### config.mk
export PLATFORM = sky130hd
export DESIGN_NAME = sync_header_packet_receiver_flat
export DESIGN_NICKNAME = d
export VERILOG_FILES = /design/src/design/shp_pkg.sv /design/src/design/shp_ifs.sv /design/src/design/shp_ctrl.sv /design/src/design/shp_buf.sv /design/src/design/shp_pipe.sv /design/src/design/sync_header_packet_receiver.sv /design/src/flat_wrapper.sv
export SDC_FILE = /design/constraint.sdc
export NUM_CORES = 1
export LEC_CHECK = 0
export ABC_AREA = 1
export BUFFER_PORTS_ARGS = -buffer_cell sky130_fd_sc_hd__buf_2
export CORE_UTILIZATION = 30
export DETAILED_ROUTE_END_ITERATION = 16
export SYNTH_ARGS = -nofsm -noshare
export SYNTH_HDL_FRONTEND = slang
export SYNTH_SLANG_ARGS = --single-unit
export TNS_END_PERCENT = 1
### constraint.sdc
create_clock -name clk -period 4.15 [get_ports clk]
set_input_delay 0.83 -clock clk [delete_from_list [all_inputs] [get_ports clk]]
set_output_delay 0.83 -clock clk [all_outputs]
set_load 0.05 [all_outputs]
### src/design/shp_pkg.sv
// Shared types and constants for the sync-header packet receiver.
// No dependencies; every other file of the block imports this package.
package shp_pkg;

  // Packet buffer size and derived widths
  localparam int BUFFER_DEPTH = 64;
  localparam int BUF_AW       = $clog2(BUFFER_DEPTH);
  localparam int POS_W        = BUF_AW;

  // Fixed field widths
  localparam int BYTE_W      = 8;
  localparam int TICK_W      = 16;
  localparam int IDX_W       = 6;
  localparam int CFG_DATA_W  = 16;

  localparam logic [TICK_W-1:0] TIMEOUT_TICKS_RST = 16'd1000;
  localparam int                HEADER_BYTES      = 4;

  // Request kinds
  typedef enum logic [1:0] {
    MODE_BYTE      = 2'd0,
    MODE_TICK      = 2'd1,
    MODE_READ      = 2'd2,
    MODE_TMO_CLEAR = 2'd3
  } mode_t;

  // Configuration register indexes
  typedef enum logic [1:0] {
    CFG_SYNC_FIRST  = 2'd0,
    CFG_SYNC_SECOND = 2'd1,
    CFG_SYNC_THIRD  = 2'd2,
    CFG_TIMEOUT     = 2'd3
  } cfg_reg_t;

  // Buffer write port
  typedef struct packed {
    logic              en;
    logic [BUF_AW-1:0] addr;
    logic [BYTE_W-1:0] data;
  } buf_wr_t;

  // Status flags reported with each result
  typedef struct packed {
    logic unread;
    logic timed_out;
    logic overrun;
  } item_stat_t;

endpackage

### src/design/shp_ifs.sv
// Valid/ready channel interfaces of the sync-header packet receiver.
// Depends on shp_pkg for field types and widths.
interface shp_in_if;
  import shp_pkg::*;
  logic                valid;
  logic                ready;
  mode_t               mode;
  logic [BYTE_W-1:0]   rx_byte;
  logic [IDX_W-1:0]    read_index;
  modport source (output valid, mode, rx_byte, read_index, input ready);
  modport sink   (input valid, mode, rx_byte, read_index, output ready);
endinterface

interface shp_out_if;
  import shp_pkg::*;
  logic                valid;
  logic                ready;
  logic [BYTE_W-1:0]   read_data;
  logic                unread_packet;
  logic                timed_out;
  logic                overrun;
  modport source (output valid, read_data, unread_packet, timed_out, overrun, input ready);
  modport sink   (input valid, read_data, unread_packet, timed_out, overrun, output ready);
endinterface

interface shp_cfg_if;
  import shp_pkg::*;
  logic                  valid;
  logic                  ready;
  cfg_reg_t              index;
  logic [CFG_DATA_W-1:0] data;
  modport source (output valid, index, data, input ready);
  modport sink   (input valid, index, data, output ready);
endinterface

### src/design/shp_ctrl.sv
// Packet parser, tick/timeout logic and configuration registers.
// Depends on shp_pkg; drives the buffer write port and per-request status.
module shp_ctrl (
  input  logic                          clk,
  input  logic                          rst_n,
  input  logic                          cfg_we,
  input  shp_pkg::cfg_reg_t             cfg_index,
  input  logic [shp_pkg::CFG_DATA_W-1:0] cfg_data,
  input  logic                          accept,
  input  shp_pkg::mode_t                mode,
  input  logic [shp_pkg::BYTE_W-1:0]    rx_byte,
  output shp_pkg::buf_wr_t              buf_wr,
  output shp_pkg::item_stat_t           stat
);
  import shp_pkg::*;

  typedef enum logic [2:0] {
    ST_IDLE   = 3'd0,
    ST_SECOND = 3'd1,
    ST_THIRD  = 3'd2,
    ST_COUNT  = 3'd3,
    ST_DATA   = 3'd4,
    ST_TRAIL  = 3'd5
  } parse_state_t;

  parse_state_t      state_r, state_nxt;
  logic [POS_W-1:0]  pos_r, pos_nxt;
  logic [BYTE_W-1:0] count_r, count_nxt;
  logic              pkt_ready_r, pkt_ready_nxt;
  logic              unread_r, unread_nxt;
  logic              overrun_r, overrun_nxt;
  logic              timeout_r, timeout_nxt;
  logic [TICK_W-1:0] ticks_r, ticks_nxt;

  logic [BYTE_W-1:0] sync1_r, sync2_r, sync3_r;
  logic [TICK_W-1:0] tmo_ticks_r;

  logic [POS_W:0]    pos_inc;
  logic [POS_W:0]    pos_w;
  logic [TICK_W-1:0] ticks_inc;
  logic              tmo_seen;

  assign pos_inc   = {1'b0, pos_r} + (POS_W+1)'(1);
  assign ticks_inc = ticks_r + TICK_W'(1);

  // Next state for one request
  always_comb begin
    state_nxt     = state_r;
    count_nxt     = count_r;
    pkt_ready_nxt = pkt_ready_r;
    unread_nxt    = unread_r;
    overrun_nxt   = overrun_r;
    timeout_nxt   = timeout_r;
    ticks_nxt     = ticks_r;
    pos_w         = {1'b0, pos_r};
    buf_wr.en     = 1'b0;
    buf_wr.addr   = BUF_AW'(pos_r);
    buf_wr.data   = rx_byte;

    if (accept) begin
      unique case (mode)
        MODE_BYTE: begin
          unique case (state_r)
            ST_IDLE: begin
              pos_w     = '0;
              count_nxt = '0;
              if (rx_byte == sync1_r) begin
                buf_wr.en   = 1'b1;
                buf_wr.addr = '0;
                pos_w       = (POS_W+1)'(1);
                state_nxt   = ST_SECOND;
              end
            end
            ST_SECOND: begin
              if (rx_byte == sync2_r) begin
                buf_wr.en = 1'b1;
                pos_w     = pos_inc;
                state_nxt = ST_THIRD;
              end else begin
                state_nxt = ST_IDLE;
              end
            end
            ST_THIRD: begin
              if (rx_byte == sync3_r) begin
                buf_wr.en = 1'b1;
                pos_w     = pos_inc;
                state_nxt = ST_COUNT;
              end else begin
                state_nxt = ST_IDLE;
              end
            end
            ST_COUNT: begin
              buf_wr.en = 1'b1;
              pos_w     = pos_inc;
              count_nxt = rx_byte;
              state_nxt = ST_DATA;
            end
            ST_DATA: begin
              buf_wr.en = 1'b1;
              pos_w     = pos_inc;
              if (int'(pos_inc) >= HEADER_BYTES + int'(count_r)) begin
                state_nxt = ST_TRAIL;
              end
            end
            ST_TRAIL: begin
              pkt_ready_nxt = 1'b1;
              state_nxt     = ST_IDLE;
            end
            default: begin
              state_nxt = ST_IDLE;
            end
          endcase
          // Wrap the position at the end of the buffer and flag overrun
          if (pos_w == (POS_W+1)'(BUFFER_DEPTH)) begin
            pos_w       = '0;
            overrun_nxt = 1'b1;
          end
        end
        MODE_TICK: begin
          if (pkt_ready_r) begin
            ticks_nxt     = '0;
            pkt_ready_nxt = 1'b0;
            unread_nxt    = 1'b1;
          end else begin
            ticks_nxt = ticks_inc;
            if (ticks_inc == tmo_ticks_r) begin
              timeout_nxt = 1'b1;
            end
          end
        end
        MODE_READ: begin
          unread_nxt = 1'b0;
        end
        MODE_TMO_CLEAR: begin
        end
        default: begin
        end
      endcase
    end

    // Report the timeout flag before a clear request drops it
    tmo_seen = timeout_nxt;
    if (accept && mode == MODE_TMO_CLEAR) begin
      timeout_nxt = 1'b0;
    end
    pos_nxt = pos_w[POS_W-1:0];

    stat.unread    = unread_nxt;
    stat.timed_out = tmo_seen;
    stat.overrun   = overrun_nxt;
  end

  // Hold parser and flag state
  always_ff @(posedge clk) begin
    if (!rst_n) begin
      state_r     <= ST_IDLE;
      pos_r       <= '0;
      count_r     <= '0;
      pkt_ready_r <= 1'b0;
      unread_r    <= 1'b0;
      overrun_r   <= 1'b0;
      timeout_r   <= 1'b1;
      ticks_r     <= '0;
    end else begin
      state_r     <= state_nxt;
      pos_r       <= pos_nxt;
      count_r     <= count_nxt;
      pkt_ready_r <= pkt_ready_nxt;
      unread_r    <= unread_nxt;
      overrun_r   <= overrun_nxt;
      timeout_r   <= timeout_nxt;
      ticks_r     <= ticks_nxt;
    end
  end

  // Configuration registers
  always_ff @(posedge clk) begin
    if (!rst_n) begin
      sync1_r     <= '0;
      sync2_r     <= '0;
      sync3_r     <= '0;
      tmo_ticks_r <= TIMEOUT_TICKS_RST;
    end else if (cfg_we) begin
      unique case (cfg_index)
        CFG_SYNC_FIRST:  sync1_r     <= cfg_data[BYTE_W-1:0];
        CFG_SYNC_SECOND: sync2_r     <= cfg_data[BYTE_W-1:0];
        CFG_SYNC_THIRD:  sync3_r     <= cfg_data[BYTE_W-1:0];
        CFG_TIMEOUT:     tmo_ticks_r <= cfg_data[TICK_W-1:0];
        default: begin
        end
      endcase
    end
  end

endmodule

### src/design/shp_buf.sv
// Packet buffer memory: one write port and one registered read port.
// Depends on shp_pkg for depth, address width and write port struct.
module shp_buf (
  input  logic                         clk,
  input  shp_pkg::buf_wr_t             buf_wr,
  input  logic                         rd_en,
  input  logic [shp_pkg::BUF_AW-1:0]   rd_addr,
  output logic [shp_pkg::BYTE_W-1:0]   rd_data
);
  import shp_pkg::*;

  logic [BYTE_W-1:0] mem [BUFFER_DEPTH];
  logic [BYTE_W-1:0] rd_data_r;

  // Store received packet bytes
  always_ff @(posedge clk) begin
    if (buf_wr.en) begin
      mem[buf_wr.addr] <= buf_wr.data;
    end
  end

  // Register read data
  always_ff @(posedge clk) begin
    if (rd_en) begin
      rd_data_r <= mem[rd_addr];
    end
  end

  assign rd_data = rd_data_r;

endmodule

### src/design/shp_pipe.sv
// Result pipeline: a stage aligned with the buffer read, then the output register.
// Depends on shp_pkg; produces the input ready and the accept strobe.
module shp_pipe (
  input  logic                       clk,
  input  logic                       rst_n,
  input  logic                       in_valid,
  output logic                       in_ready,
  output logic                       accept,
  input  logic                       rd_hit,
  input  shp_pkg::item_stat_t        stat,
  input  logic [shp_pkg::BYTE_W-1:0] rd_data,
  output logic                       out_valid,
  input  logic                       out_ready,
  output logic [shp_pkg::BYTE_W-1:0] out_read_data,
  output shp_pkg::item_stat_t        out_stat
);
  import shp_pkg::*;

  logic              p_v_r;
  logic              p_hit_r;
  item_stat_t        p_stat_r;
  logic              o_v_r;
  logic [BYTE_W-1:0] o_data_r;
  item_stat_t        o_stat_r;
  logic              p_move;

  // Advance the first stage when the output register is free or drains
  assign p_move   = p_v_r && (!o_v_r || out_ready);
  assign in_ready = !p_v_r || p_move;
  assign accept   = in_valid && in_ready;

  // Valid bits
  always_ff @(posedge clk) begin
    if (!rst_n) begin
      p_v_r <= 1'b0;
      o_v_r <= 1'b0;
    end else begin
      if (accept) begin
        p_v_r <= 1'b1;
      end else if (p_move) begin
        p_v_r <= 1'b0;
      end
      if (p_move) begin
        o_v_r <= 1'b1;
      end else if (out_ready) begin
        o_v_r <= 1'b0;
      end
    end
  end

  // Payload
  always_ff @(posedge clk) begin
    if (accept) begin
      p_hit_r  <= rd_hit;
      p_stat_r <= stat;
    end
    if (p_move) begin
      o_data_r <= p_hit_r ? rd_data : '0;
      o_stat_r <= p_stat_r;
    end
  end

  assign out_valid     = o_v_r;
  assign out_read_data = o_data_r;
  assign out_stat      = o_stat_r;

endmodule

### src/design/sync_header_packet_receiver.sv
// Top level of the sync-header packet receiver.
// Depends on shp_pkg, shp_ifs, shp_ctrl, shp_buf and shp_pipe.
//
//   channel   dir   handshake       payload
//   in_if     in    valid/ready     mode, rx_byte, read_index
//   out_if    out   valid/ready     read_data, unread_packet, timed_out, overrun
//   cfg_if    in    valid/ready     index, data (ready always high)
//
// One request is taken every cycle while the output is not stalled; its result
// passes through the registered read of the packet buffer and then the output register.
// Reset (rst_n low, synchronous) clears parser and flags; timeout reads set.
// A stalled output holds its result; one more request is still taken into
// the stage ahead of it, after which in_if.ready drops.
module sync_header_packet_receiver (
  input  logic     clk,
  input  logic     rst_n,
  shp_in_if.sink   in_if,
  shp_out_if.source out_if,
  shp_cfg_if.sink  cfg_if
);
  import shp_pkg::*;

  logic              accept;
  logic              in_ready;
  logic              rd_hit;
  logic [BYTE_W-1:0] rd_data;
  buf_wr_t           buf_wr;
  item_stat_t        stat;
  item_stat_t        out_stat;

  assign cfg_if.ready = 1'b1;
  assign in_if.ready  = in_ready;
  assign rd_hit = (in_if.mode == MODE_READ) && (int'(in_if.read_index) < BUFFER_DEPTH);

  shp_ctrl u_ctrl (
    .clk       (clk),
    .rst_n     (rst_n),
    .cfg_we    (cfg_if.valid),
    .cfg_index (cfg_if.index),
    .cfg_data  (cfg_if.data),
    .accept    (accept),
    .mode      (in_if.mode),
    .rx_byte   (in_if.rx_byte),
    .buf_wr    (buf_wr),
    .stat      (stat)
  );

  shp_buf u_buf (
    .clk     (clk),
    .buf_wr  (buf_wr),
    .rd_en   (accept),
    .rd_addr (BUF_AW'(in_if.read_index)),
    .rd_data (rd_data)
  );

  shp_pipe u_pipe (
    .clk           (clk),
    .rst_n         (rst_n),
    .in_valid      (in_if.valid),
    .in_ready      (in_ready),
    .accept        (accept),
    .rd_hit        (rd_hit),
    .stat          (stat),
    .rd_data       (rd_data),
    .out_valid     (out_if.valid),
    .out_ready     (out_if.ready),
    .out_read_data (out_if.read_data),
    .out_stat      (out_stat)
  );

  assign out_if.unread_packet = out_stat.unread;
  assign out_if.timed_out     = out_stat.timed_out;
  assign out_if.overrun       = out_stat.overrun;

endmodule
### src/flat_wrapper.sv
// flat-port wrapper written by rule: the top's interface ports become plain ports
module sync_header_packet_receiver_flat import shp_pkg::*;
  (clk, rst_n, in_if_valid, in_if_mode, in_if_rx_byte, in_if_read_index, in_if_ready, out_if_valid, out_if_read_data, out_if_unread_packet, out_if_timed_out, out_if_overrun, out_if_ready, cfg_if_valid, cfg_if_index, cfg_if_data, cfg_if_ready);
  shp_in_if in_if_i ();
  shp_out_if out_if_i ();
  shp_cfg_if cfg_if_i ();
  input  logic clk;
  input  logic rst_n;
  input wire logic [$bits(in_if_i.valid)-1:0] in_if_valid;
  input wire logic [$bits(in_if_i.mode)-1:0] in_if_mode;
  input wire logic [$bits(in_if_i.rx_byte)-1:0] in_if_rx_byte;
  input wire logic [$bits(in_if_i.read_index)-1:0] in_if_read_index;
  output wire logic [$bits(in_if_i.ready)-1:0] in_if_ready;
  output wire logic [$bits(out_if_i.valid)-1:0] out_if_valid;
  output wire logic [$bits(out_if_i.read_data)-1:0] out_if_read_data;
  output wire logic [$bits(out_if_i.unread_packet)-1:0] out_if_unread_packet;
  output wire logic [$bits(out_if_i.timed_out)-1:0] out_if_timed_out;
  output wire logic [$bits(out_if_i.overrun)-1:0] out_if_overrun;
  input wire logic [$bits(out_if_i.ready)-1:0] out_if_ready;
  input wire logic [$bits(cfg_if_i.valid)-1:0] cfg_if_valid;
  input wire logic [$bits(cfg_if_i.index)-1:0] cfg_if_index;
  input wire logic [$bits(cfg_if_i.data)-1:0] cfg_if_data;
  output wire logic [$bits(cfg_if_i.ready)-1:0] cfg_if_ready;
  assign in_if_i.valid = in_if_valid;
  assign in_if_i.mode = in_if_mode;
  assign in_if_i.rx_byte = in_if_rx_byte;
  assign in_if_i.read_index = in_if_read_index;
  assign in_if_ready = in_if_i.ready;
  assign out_if_valid = out_if_i.valid;
  assign out_if_read_data = out_if_i.read_data;
  assign out_if_unread_packet = out_if_i.unread_packet;
  assign out_if_timed_out = out_if_i.timed_out;
  assign out_if_overrun = out_if_i.overrun;
  assign out_if_i.ready = out_if_ready;
  assign cfg_if_i.valid = cfg_if_valid;
  assign cfg_if_i.index = cfg_if_index;
  assign cfg_if_i.data = cfg_if_data;
  assign cfg_if_ready = cfg_if_i.ready;
  sync_header_packet_receiver u_core (.clk(clk), .rst_n(rst_n), .in_if(in_if_i), .out_if(out_if_i), .cfg_if(cfg_if_i));
endmodule
Yosys cells after proc, flatten, opt, wreduce, memory -nomap -nowiden --
Memories as Yosys holds them, arrays and structs flattened. A register that Yosys moved wholly into a read port is not among the register bits. Index checks and enable logic that the tools add are counted.
Storage, ports and cells: memories kept 1, output and inout port bits 14, input bits 39, register bits 94, bits in writable memories 512, word-level logic and storage cells 110
Operators by class: eq/ne operators 19, multiplexer cells 40, add/sub/neg operators 3, order comparisons 1, reductions and logical operators 24
Memories:
- u_core.u_buf.mem | depth 64, width 8, rd ports 1, clocked after memory_dff 1, wr ports 1, RTL line shp_buf.sv:12 | logic [BYTE_W-1:0] mem [BUFFER_DEPTH];
Operators with widths (count):
- $mux W7 | 7
- $pmux W7 S4 | 1
- $eq A8 B8 Y1 | 3
- $mux W1 | 20
- $add A16 B1 Y16 const B | 1
- $eq A16 B16 Y1 | 1
- $mux W16 | 1
- $pmux W8 S2 | 1
- $pmux W3 S5 | 1
- $mux W6 | 2
- $reduce_and A2 Y1 | 6
- $add A3 B8 Y9 const A | 1
- $ge A7 B9 Y1 | 1
- $eq A2 B2 Y1 const B | 4
- $reduce_bool A2 Y1 | 4
- $add A6 B1 Y7 const B | 1
- $eq A7 B7 Y1 const B | 1
- $eq A3 B2 Y1 const B | 2
- $eq A3 B3 Y1 const B | 2
- $mux W3 | 2
- $reduce_and A3 Y1 | 2
- $eq A2 B1 Y1 const B | 2
- $logic_not A2 Y1 | 2
- $mux W2 | 2
- 11 further kinds | 17

Depth between registers and ports, before layout --
Gate-level depths: netlist (run 1).
depth in word-level cells 10, gate-level depth with buffers 16, gate-level depth less buffers 16

Hierarchy --
From an unflattened synthesis (run 1), not the netlist that was laid out.
Unflattened totals: cell total of the unflattened synthesis 2517, area, all modules 26437.9 µm²
By module, submodules not included:
- shp_buf | instances 1, cells each 1805, area each 21419.3 µm², seq. area each 15615.0 µm²
- shp_ctrl | instances 1, cells each 663, area each 4395.5 µm², seq. area each 1541.5 µm²
- shp_pipe | instances 1, cells each 45, area each 601.8 µm², seq. area each 490.5 µm²
- sync_header_packet_receiver | instances 1, cells each 4, area each 21.3 µm², seq. area each 0.0 µm²

Worst setup path before layout (run 1) --
OpenSTA, ideal clock, no wires.
kind input-to-reg, start point in out_if_ready, end point mem u_core.u_buf.mem[55][0], enable pin, required time 3.755 ns, library setup time 0.395 ns, stages on the path 9, arrival time 2.773 ns, buffers on the path 0, slack 0.982 ns, cells stage by stage inv_1 > nand3_2 > nand2_2 > nor2_4 > nand2_4 > nand2_1 > nor2_1 > nand2_2 > nor4_1
Between the ends: cells in the longest elaborated chain, start to end 7
RTL lines:
- start, declared | RTL line flat_wrapper.sv:19 | input wire logic [$bits(out_if_i.ready)-1:0] out_if_ready;
- $logic_or A1 B1 Y1 * | RTL line shp_pipe.sv:28 | assign p_move = p_v_r && (!o_v_r || out_ready);
- $logic_and A1 B1 Y1 * | RTL line shp_pipe.sv:28
- $logic_or A1 B1 Y1 * | RTL line shp_pipe.sv:29 | assign in_ready = !p_v_r || p_move;
- net in_if_ready | RTL line flat_wrapper.sv:13 | output wire logic [$bits(in_if_i.ready)-1:0] in_if_ready;
- $logic_and A1 B1 Y1 * | RTL line shp_pipe.sv:30 | assign accept = in_valid && in_ready;
- $mux W7 * | RTL line shp_ctrl.sv:60 | if (accept) begin
- $mux W1 | RTL line shp_buf.sv:17 | if (buf_wr.en) begin
- $mux W1 (implied by the code) | RTL line shp_buf.sv:18 | mem[buf_wr.addr] <= buf_wr.data;
- end, declared | RTL line shp_buf.sv:12
The timed path passes the listed nets; every way through them passes the cells marked *.

Worst setup path in the final report (run 1) --
start point in in_if_mode[0], end point mem u_core.u_buf.mem[51][6], enable pin
Between the ends: cells in the longest elaborated chain, start to end 5
RTL lines:
- start, declared | RTL line flat_wrapper.sv:10 | input wire logic [$bits(in_if_i.mode)-1:0] in_if_mode;
- $logic_not A2 Y1 * | RTL line shp_ctrl.sv:61 | unique case (mode)
- $mux W7 * | RTL line shp_ctrl.sv:61
- $mux W7 * | RTL line shp_ctrl.sv:60
- $mux W1 | RTL line shp_buf.sv:17
- $mux W1 (implied by the code) | RTL line shp_buf.sv:18
Every way passes the cells marked *; elsewhere a longest branch is shown, timed or not.

==> metrics.sh, run 1 <==
STATUS='completed'
CTS_HTREE_LEVELS=3
YOSYSSEQAREASHARE_PCT=68.9
SYNTH-ADDER-AREA-SHARE_PCT=0.684
GRT_MAX_DEGREE=129
ROWS=106
CLOCK_PATH_BUFFERS=3
CLKSINKCOUNT=614
POST-ROUTE-PERIOD-UTIL_PCT=70.5
DRT_ITER0_DRC=1485
VIAS_PER_CELL=4.98
AREA_DELTA_SYNTH_FINAL_PCT=16.3
FINALCLOCKSKEW_NS=0.0412
PWR_CELL_AREA_mW_PER_MM2=456
START_UTIL_PCT=30.4
SYNTH_XOR_AREA_SHARE_PCT=0.992
CTSHOLDBUFFERS=0
PLACE.DETAILED.HPWL_MICRONS=45300
DRT.ANTENNA.VIOLATING_NETS=0
SYNTHSIMPLEGATEAREAFRAC_PCT=11.8
WIRE_LENGTH_OF_THE_FIRST_GLOBAL_ROUTING_PASS_MICRONS=108000
TIMING.HOLD.WORST.CLASS='flip-flop to flip-flop'
CRIT_ARRIVAL_NS=3.23
CLK-INSERTION-DELAY-LATE_NS=0.62
CORE_AREA_SQ_MM=0.0841
GRT_PASS1_VIAS=17100
CP.REQUIRED_NS=4.46
GR-TOTAL-OVERFLOW=0
CAP_VIOLATIONS=0
CRIT_PATH_START_KIND='input port'
SETUP_TOTAL_NEGATIVE_SLACK_NS=0
WORST_MAX_SLEW_PIN_SLEW_NS=1.18
REGMOSTFLOPS='u_core.u_buf.mem'
WORST_SETUP_PATH_END_KIND='flip-flop'
DESIGN.FINAL.NETS=2436
SYNTH-COMPOUND-AREA-SHARE_PCT=13.4
SYNTH_CELLS=2291
BUFFERS_INSERTED_BY_POST_CTS_TIMING_REPAIR=0
SLEW_HEADROOM_PCT=21.6
FLOORPLAN.DIE.WIDTH_MICRONS=294
CLK_ROOT_BUFFER_CELL='sky130_fd_sc_hd__clkbuf_16'
MAIN_COMBINATIONAL_CELL_FAMILY_BY_AREA_AFTER_SYNTHESIS='compound AO/OA/AOI/OAI gates'
PATH_CLK_SLEW_NS=0.06
UNREPAIRED_SETUP_ENDPOINTS_AFTER_GLOBAL_ROUTING='false'
TIMING.FINAL.HOLD_VIOLATIONS=0
YOSYS_REGISTER_BITS=614
GLOBAL_ROUTE.USAGE.TOTAL_PCT=16.6
GRT_ANTENNA_BEFORE_REPAIR=5
P_LEAK_nW=10.1
LAYOUT_COMMON_CELLS='sky130_fd_sc_hd__edfxtp_1 (535), sky130_fd_sc_hd__nor2_1 (433), sky130_fd_sc_hd__o21ai_0 (367)'
YOSYS.CELL_TYPES.COUNT=44
SYNTH.NET_COUNT=2344
MEAN_ROUTED_WIRELENGTH_PER_CELL_MICRONS=20.3
TOP_LEVEL_PORTS=53
LAYOUT.CELLS.MOST_COMMON='sky130_fd_sc_hd__edfxtp_1'
SETUP-VIOLATIONS-FINAL=0
DRT_WL_TOTAL_MICRONS=72400
INSERTEDDIODECOUNT=0
MAX-VDD-IR-DROP_mV=0.269
FINAL_HOLD_SLACK_NS=0.421
ROUTABILITYCONGESTION=0.836
DIE_AREA_SQ_MM=0.0865
YOSYS-MUX-AREA-FRACTION_PCT=0
CLOCK.FMAX_GHz=0.342
CTS_TREE='built'
DR.PASS1.ITERS=5
SYNTHESIS.AREA_SQ_MM=0.0256
FP.DIEH_MICRONS=294
PORT_BUFFERS=51
REG.LARGEST.LIST='u_core.u_buf.mem: 512 flops, u_core.u_ctrl.ticks_r: 16 flops, u_core.u_ctrl.tmo_ticks_r: 16 flops'
LARGEST_REGISTER_FFS=512
TRITONCTS.NUM_BUFFERS=67
CRITPATHKIND='input port to flip-flop'
CTS_REPAIR_RESIZE_COUNT=0
DETAILROUTE.VIA_COUNT=17800
WORSTPATHMAXFANOUT=11
FINAL_LAYOUT_SIZE_SUFFIX_GT1_SHARE_PCT=11.2
SYNTHESIS.AREA_PER_INSTANCE_SQ_UM=11.2
YS.WARNINGS.COUNT=0
TIMING_MAX_TRANSITION_VIOLATIONS_FINAL=0
REMAINING_DRC_ERRORS=0
FIN_CRIT_NS=2.93
==> per-stage QoR <==
step / util, % / cell area [sq um] / setup slack, ns / total power, W / instances
after global routing: 35.4 / 29800 / 1.05 / 0.0140 / 3570
after global placement: 32.8 / 27600 / 0.753 / 0.00774 / 3448
after floorplan: - / 25600 / 0.982 / 0.00735 / 2291
final: 35.4 / 29800 / 1.22 / 0.0136 / 3570
after detailed placement: 32.8 / 27600 / 0.668 / 0.00774 / 3448
after CTS: 35.4 / 29800 / 1.30 / 0.0137 / 3570
==> layout make-up <==
| class | instances | area [sq um] |
|---|---|---|
| Timing Repair Buffer | 152 | 1110 |
| Inverter | 136 | 517 |
| Multi-Input combinational cell | 1412 | 6890 |
| Clock inverter | 37 | 414 |
| Fill cell | 8351 | 54300 |
| Sequential cell | 614 | 17600 |
| Tap cell | 1134 | 1420 |
| Clock buffer | 85 | 1770 |
==> worst max-delay path: stages <==
cell and delay (ns):
sky130_fd_sc_hd__buf_2 0.12, sky130_fd_sc_hd__inv_1 0.07, sky130_fd_sc_hd__ha_1 0.20, sky130_fd_sc_hd__inv_1 0.08, sky130_fd_sc_hd__nor2_4 0.19, sky130_fd_sc_hd__inv_1 0.20
sky130_fd_sc_hd__nor2_1 0.24, sky130_fd_sc_hd__nand2_2 0.12, sky130_fd_sc_hd__inv_2 0.13, sky130_fd_sc_hd__nand2_1 0.54, sky130_fd_sc_hd__nor2_1 0.30, sky130_fd_sc_hd__buf_4 0.21
==> Yosys cell counts (all sizes together) <==
| cell type | n | area (sq um) |
|---|---|---|
| o221ai | 13 | 114 |
| nand2 | 213 | 830 |
| a22oi | 1 | 7.51 |
| or2 | 8 | 50.1 |
| xor2 | 7 | 61.3 |
| clkbuf | 86 | 323 |
| ha | 14 | 175 |
| nand3b | 1 | 7.51 |
| dfxtp | 79 | 1580 |
| a211oi | 1 | 7.51 |
| buf | 43 | 226 |
| o21ai | 371 | 1860 |
| a21oi | 72 | 364 |
| a31oi | 1 | 6.26 |
| o22a | 1 | 8.76 |
| edfxtp | 535 | 16100 |
| and2 | 1 | 6.26 |
| nor3 | 10 | 50.1 |
| inv | 133 | 499 |
| xnor2 | 22 | 193 |
| o21bai | 3 | 26.3 |
| nor4 | 2 | 12.5 |
| conb | 1 | 3.75 |
| nand3 | 64 | 338 |
| o211ai | 26 | 195 |
| clkinv | 3 | 11.3 |
| nor2 | 441 | 1700 |
| o22ai | 133 | 832 |
| nand4 | 5 | 31.3 |
| o31ai | 1 | 7.51 |
==> kinds of logic after synthesis <==
kind of cell               count (synthesis)
and+or+nand+nor                          745
AOI/OAI and AO/OA                        623
DFF                                      614
buffers and inverters                    265
xor gates and xnor gates                  29
adders and majority gates                 14
other                                      1
==> path summary, 6_finish.rpt <==
check                                                           start                                  end  slack [ns]  depth (start not counted)
worst min-delay path              u_core.u_pipe.p_stat_r[2]$_DFFE_PP_  u_core.u_pipe.out_stat[2]$_DFFE_PP_        0.42                          0
worst max-delay path                                    in_if_mode[0]    u_core.u_buf.mem[51][6]$_DFFE_PP_        1.22                         12
worst max register to register  u_core.u_ctrl.state_r[0]$_SDFFE_PN0P_    u_core.u_buf.mem[51][6]$_DFFE_PP_        1.38                         11
worst min register to register    u_core.u_pipe.p_stat_r[2]$_DFFE_PP_  u_core.u_pipe.out_stat[2]$_DFFE_PP_        0.42                          0
==> layer usage <==
layer | up-vias | global-route usage, % | share of wire [%]
met2 | 623 | 26.9 | 46
met3 | 122 | 3.26 | 6.3
met4 | 8 | 4.97 | 2.7
met5 | - | 0 | 0.072
li1 | 8337 | - | -
met1 | 8688 | 22.5 | 45
==> where the power goes <==
| group | leakage (nW) | switching [W] | internal (W) |
|---|---|---|---|
| Combinational | 3.61 | 0.000614 | 0.000215 |
| Sequential | 5.47 | 0.0000329 | 0.00675 |
| Clock | 1.06 | 0.00251 | 0.00344 |
(Power assumes the default switching activity.)
==> run 2, diff against run 1 <==
- clock period: 4.15 -> 2.5 ns (I/O delays scaled with it)
==> metrics.sh, run 2 (synthesis gave the netlist of run 1 again) <==
STATUS='completed'
GRT_ANTENNA_BEFORE_REPAIR=3  # -2
DP_WORST_SETUP_SLACK_NS=-0.262  # -0.929 ns
CORE_AREA_SQ_MM=0.0841  # unchanged
HOLD_DEPTH=3  # +3
FF2FF_SETUP_SLACK_NS=0.13  # -1.25 ns
TIMING.FINAL.WS_SETUP_NS=0.133  # -1.09 ns
REG.LARGEST.LIST='u_core.u_buf.mem: 512 flops, u_core.u_ctrl.ticks_r: 16 flops, u_core.u_ctrl.tmo_ticks_r: 16 flops'
CTS_TREE='built'
DETAILROUTE.VIA_COUNT=18300  # +3.2%
FIN_CRIT_NS=2.37
GRT_PASS1_VIAS=17900  # +4.8%
GR-TOTAL-OVERFLOW=0  # unchanged
DRT_ITER0_DRC=1883  # +27%
SETUP-VIOLATIONS-FINAL=0  # unchanged
P_LEAK_nW=10.7  # +5.9%
PORT_BUFFERS=51  # unchanged
CLK_ROOT_BUFFER_CELL='sky130_fd_sc_hd__clkbuf_16'
DIE_AREA_SQ_MM=0.0865  # unchanged
HOLD-PATH-ENDPOINT='u_core.u_ctrl.tmo_ticks_r[9]$_SDFFE_PN1P_'
FINAL_LAYOUT_SIZE_SUFFIX_GT1_SHARE_PCT=15.6  # +4.4 points
CRIT_PATH_START_KIND='flip-flop'
CLOCK.FMAX_GHz=0.423
PWR_CELL_AREA_mW_PER_MM2=729  # +60%
HOLDCRITSTARTPOINT='cfg_if_data[9]'
POST-ROUTE-PERIOD-UTIL_PCT=94.7
MEAN_ROUTED_WIRELENGTH_PER_CELL_MICRONS=20.3  # about the same
PATH_CLK_SLEW_NS=0.06  # about the same
CLOCK_PATH_BUFFERS=3  # unchanged
REGMOSTFLOPS='u_core.u_buf.mem'
CP.REQUIRED_NS=2.82  # -1.64 ns
RR_WORST_DEPTH=12  # +1
DR.PASS1.ITERS=5  # unchanged
TIMING.HOLD.WORST.CLASS='input port to flip-flop'
AREA_DELTA_SYNTH_FINAL_PCT=20.3
LAYOUT.CELLS.MOST_COMMON='sky130_fd_sc_hd__edfxtp_1'
CLK-INSERTION-DELAY-LATE_NS=0.62  # about the same
FINAL_HOLD_SLACK_NS=0.105  # -0.316 ns
FP.DIEH_MICRONS=294  # unchanged
TIMING_MAX_TRANSITION_VIOLATIONS_FINAL=0  # unchanged
GLOBAL_ROUTE.USAGE.TOTAL_PCT=17.3  # +0.67 points
ROWS=106  # unchanged
WORST_SETUP_PATH_END_KIND='flip-flop'
CAP_VIOLATIONS=0  # unchanged
FLOORPLAN.DIE.WIDTH_MICRONS=294  # unchanged
MAX-VDD-IR-DROP_mV=0.596  # +120%
GRT_MAX_DEGREE=66  # -49%
CRITPATHKIND='flip-flop to flip-flop'
MAX_STAGE_DELAY_NS=0.32  # -0.22 ns
DRT.ANTENNA.VIOLATING_NETS=0  # unchanged
DESIGN.FINAL.NETS=2547  # +4.6%
INSERTEDDIODECOUNT=0  # unchanged
START_UTIL_PCT=30.4  # unchanged
UNREPAIRED_SETUP_ENDPOINTS_AFTER_GLOBAL_ROUTING='true'
TIMING.FINAL.HOLD_VIOLATIONS=0  # unchanged
BUFFERS_INSERTED_BY_POST_CTS_TIMING_REPAIR=0  # unchanged
CRITICAL_PATH_CELL_BY_CELL='xnor2_1, nand2_1, nor2_1, nand3_1, nand2_1, inv_1, nand3_1, nand2_2, or2_0, buf_4, nor2_1, buf_4'
WIRE_LENGTH_OF_THE_FIRST_GLOBAL_ROUTING_PASS_MICRONS=113000  # +3.8%
CRIT_PATH_TOP_DELAY_CELL='sky130_fd_sc_hd__dfxtp_1'
ROUTABILITYCONGESTION=0.892  # +6.7%
VIAS_PER_CELL=4.99  # +0.14%
REMAINING_DRC_ERRORS=0  # unchanged
WORST_MAX_SLEW_PIN_SLEW_NS=0.950  # -0.227 ns
REGTOREGSTARTPOINT='u_core.u_ctrl.sync2_r[6]$_SDFFE_PN0P_'
DRT_WL_TOTAL_MICRONS=74600  # +3.1%
CLKSINKCOUNT=614  # unchanged
CRIT_ARRIVAL_NS=2.68  # -0.55 ns
FINAL_CORE_UTIL_PCT=36.6  # +1.2 points
WORSTPATHMAXFANOUT=7  # -4
TOP_LEVEL_PORTS=53  # unchanged
PLACE.DETAILED.HPWL_MICRONS=49000  # +8.1%
TRITONCTS.NUM_BUFFERS=66  # -1.5%
LARGEST_REGISTER_FFS=512  # unchanged
LAYOUT_COMMON_CELLS='sky130_fd_sc_hd__edfxtp_1 (535), sky130_fd_sc_hd__nor2_1 (431), sky130_fd_sc_hd__o21ai_0 (367)'
CTS_HTREE_LEVELS=3  # unchanged
FINALCLOCKSKEW_NS=0.0350  # -0.00621 ns
SLEW_HEADROOM_PCT=36.7  # +15 points
RR_ENDPOINT='u_core.u_buf.mem[22][1]$_DFFE_PP_'
## run 2: changes by cell type in the layout (fill, tap and decap cells not counted), moves of 3 or more
cell / change
sky130_fd_sc_hd__dfxtp_2: +3
sky130_fd_sc_hd__dfxtp_1: -3
sky130_fd_sc_hd__nor3_2: +4
sky130_fd_sc_hd__clkbuf_8: +3
sky130_fd_sc_hd__buf_4: +98
sky130_fd_sc_hd__nor3_1: -4
sky130_fd_sc_hd__clkbuf_1: -7
sky130_fd_sc_hd__clkinv_1: +4
sky130_fd_sc_hd__buf_12: +14
## run 2: timing repair
item	4_1_cts	5_1_grt
hold buffers	0	0
gates resized for setup	0	7
setup endpoints to repair	0	234
## run 2: power by group
| group | internal [W] | leakage, nW | switching [W] |
|---|---|---|---|
| sequential | 0.0112 | 5.47 | 0.0000457 |
| combinational | 0.000477 | 4.21 | 0.00108 |
| clock | 0.00550 | 1.04 | 0.00415 |
## run 2: how the worst max path moves through the flow
stage                                               start                                end  slack, ns  cells after the start
floorplan                                    out_if_ready  u_core.u_buf.mem[14][0]$_DFFE_PP_      -0.04                     10
global placement                         in_if_rx_byte[2]  u_core.u_buf.mem[27][3]$_DFFE_PP_      -0.35                     15
detailed placement                       in_if_rx_byte[2]  u_core.u_buf.mem[27][1]$_DFFE_PP_      -0.26                     15
CTS                 u_core.u_ctrl.sync1_r[2]$_SDFFE_PN0P_  u_core.u_buf.mem[27][5]$_DFFE_PP_       0.10                     15
global route        u_core.u_ctrl.sync2_r[6]$_SDFFE_PN0P_   u_core.u_buf.mem[4][1]$_DFFE_PP_    -0.0007                     13
finish              u_core.u_ctrl.sync2_r[6]$_SDFFE_PN0P_  u_core.u_buf.mem[22][1]$_DFFE_PP_       0.13                     12
## run 2: critical path: cells and delay by family (launching register included)
family                    cells  cell delay [ns]
xor gates and xnor gates      1             0.18
buffers and inverters         3             0.43
DFF                           1             0.32
and+or+nand+nor               8             1.15
## run 2: final cells by class
class	instances	area (sq um)
clock buffers	80	1760
clock inverters	39	388
fillers	8279	53300
inverters	136	517
multi-input cells	1412	6940
flip-flops and latches	614	17700
well taps	1134	1420
repair buffers	264	2130
## run 2: layer usage
metal | vias to the layer above | global-route usage, % | share of wire (%)
met4 | 0 | 5.86 | 2.9
met2 | 668 | 27.0 | 45
met1 | 8979 | 24.4 | 46
met5 | - | 0 | 0
met3 | 118 | 2.73 | 6.4
li1 | 8581 | - | -
## run 2: stage by stage
stage	TNS [ns]	area [sq um]	instances	total power, W
2_1_floorplan	-5.99	25600	2291	0.0122
3_3_place_gp	-91.91	28600	3560	0.0130
3_5_place_dp	-89.78	28600	3560	0.0130
4_1_cts	0	30800	3679	0.0226
5_1_grt	-0.000748	30800	3679	0.0232
6_report	0	30800	3679	0.0225
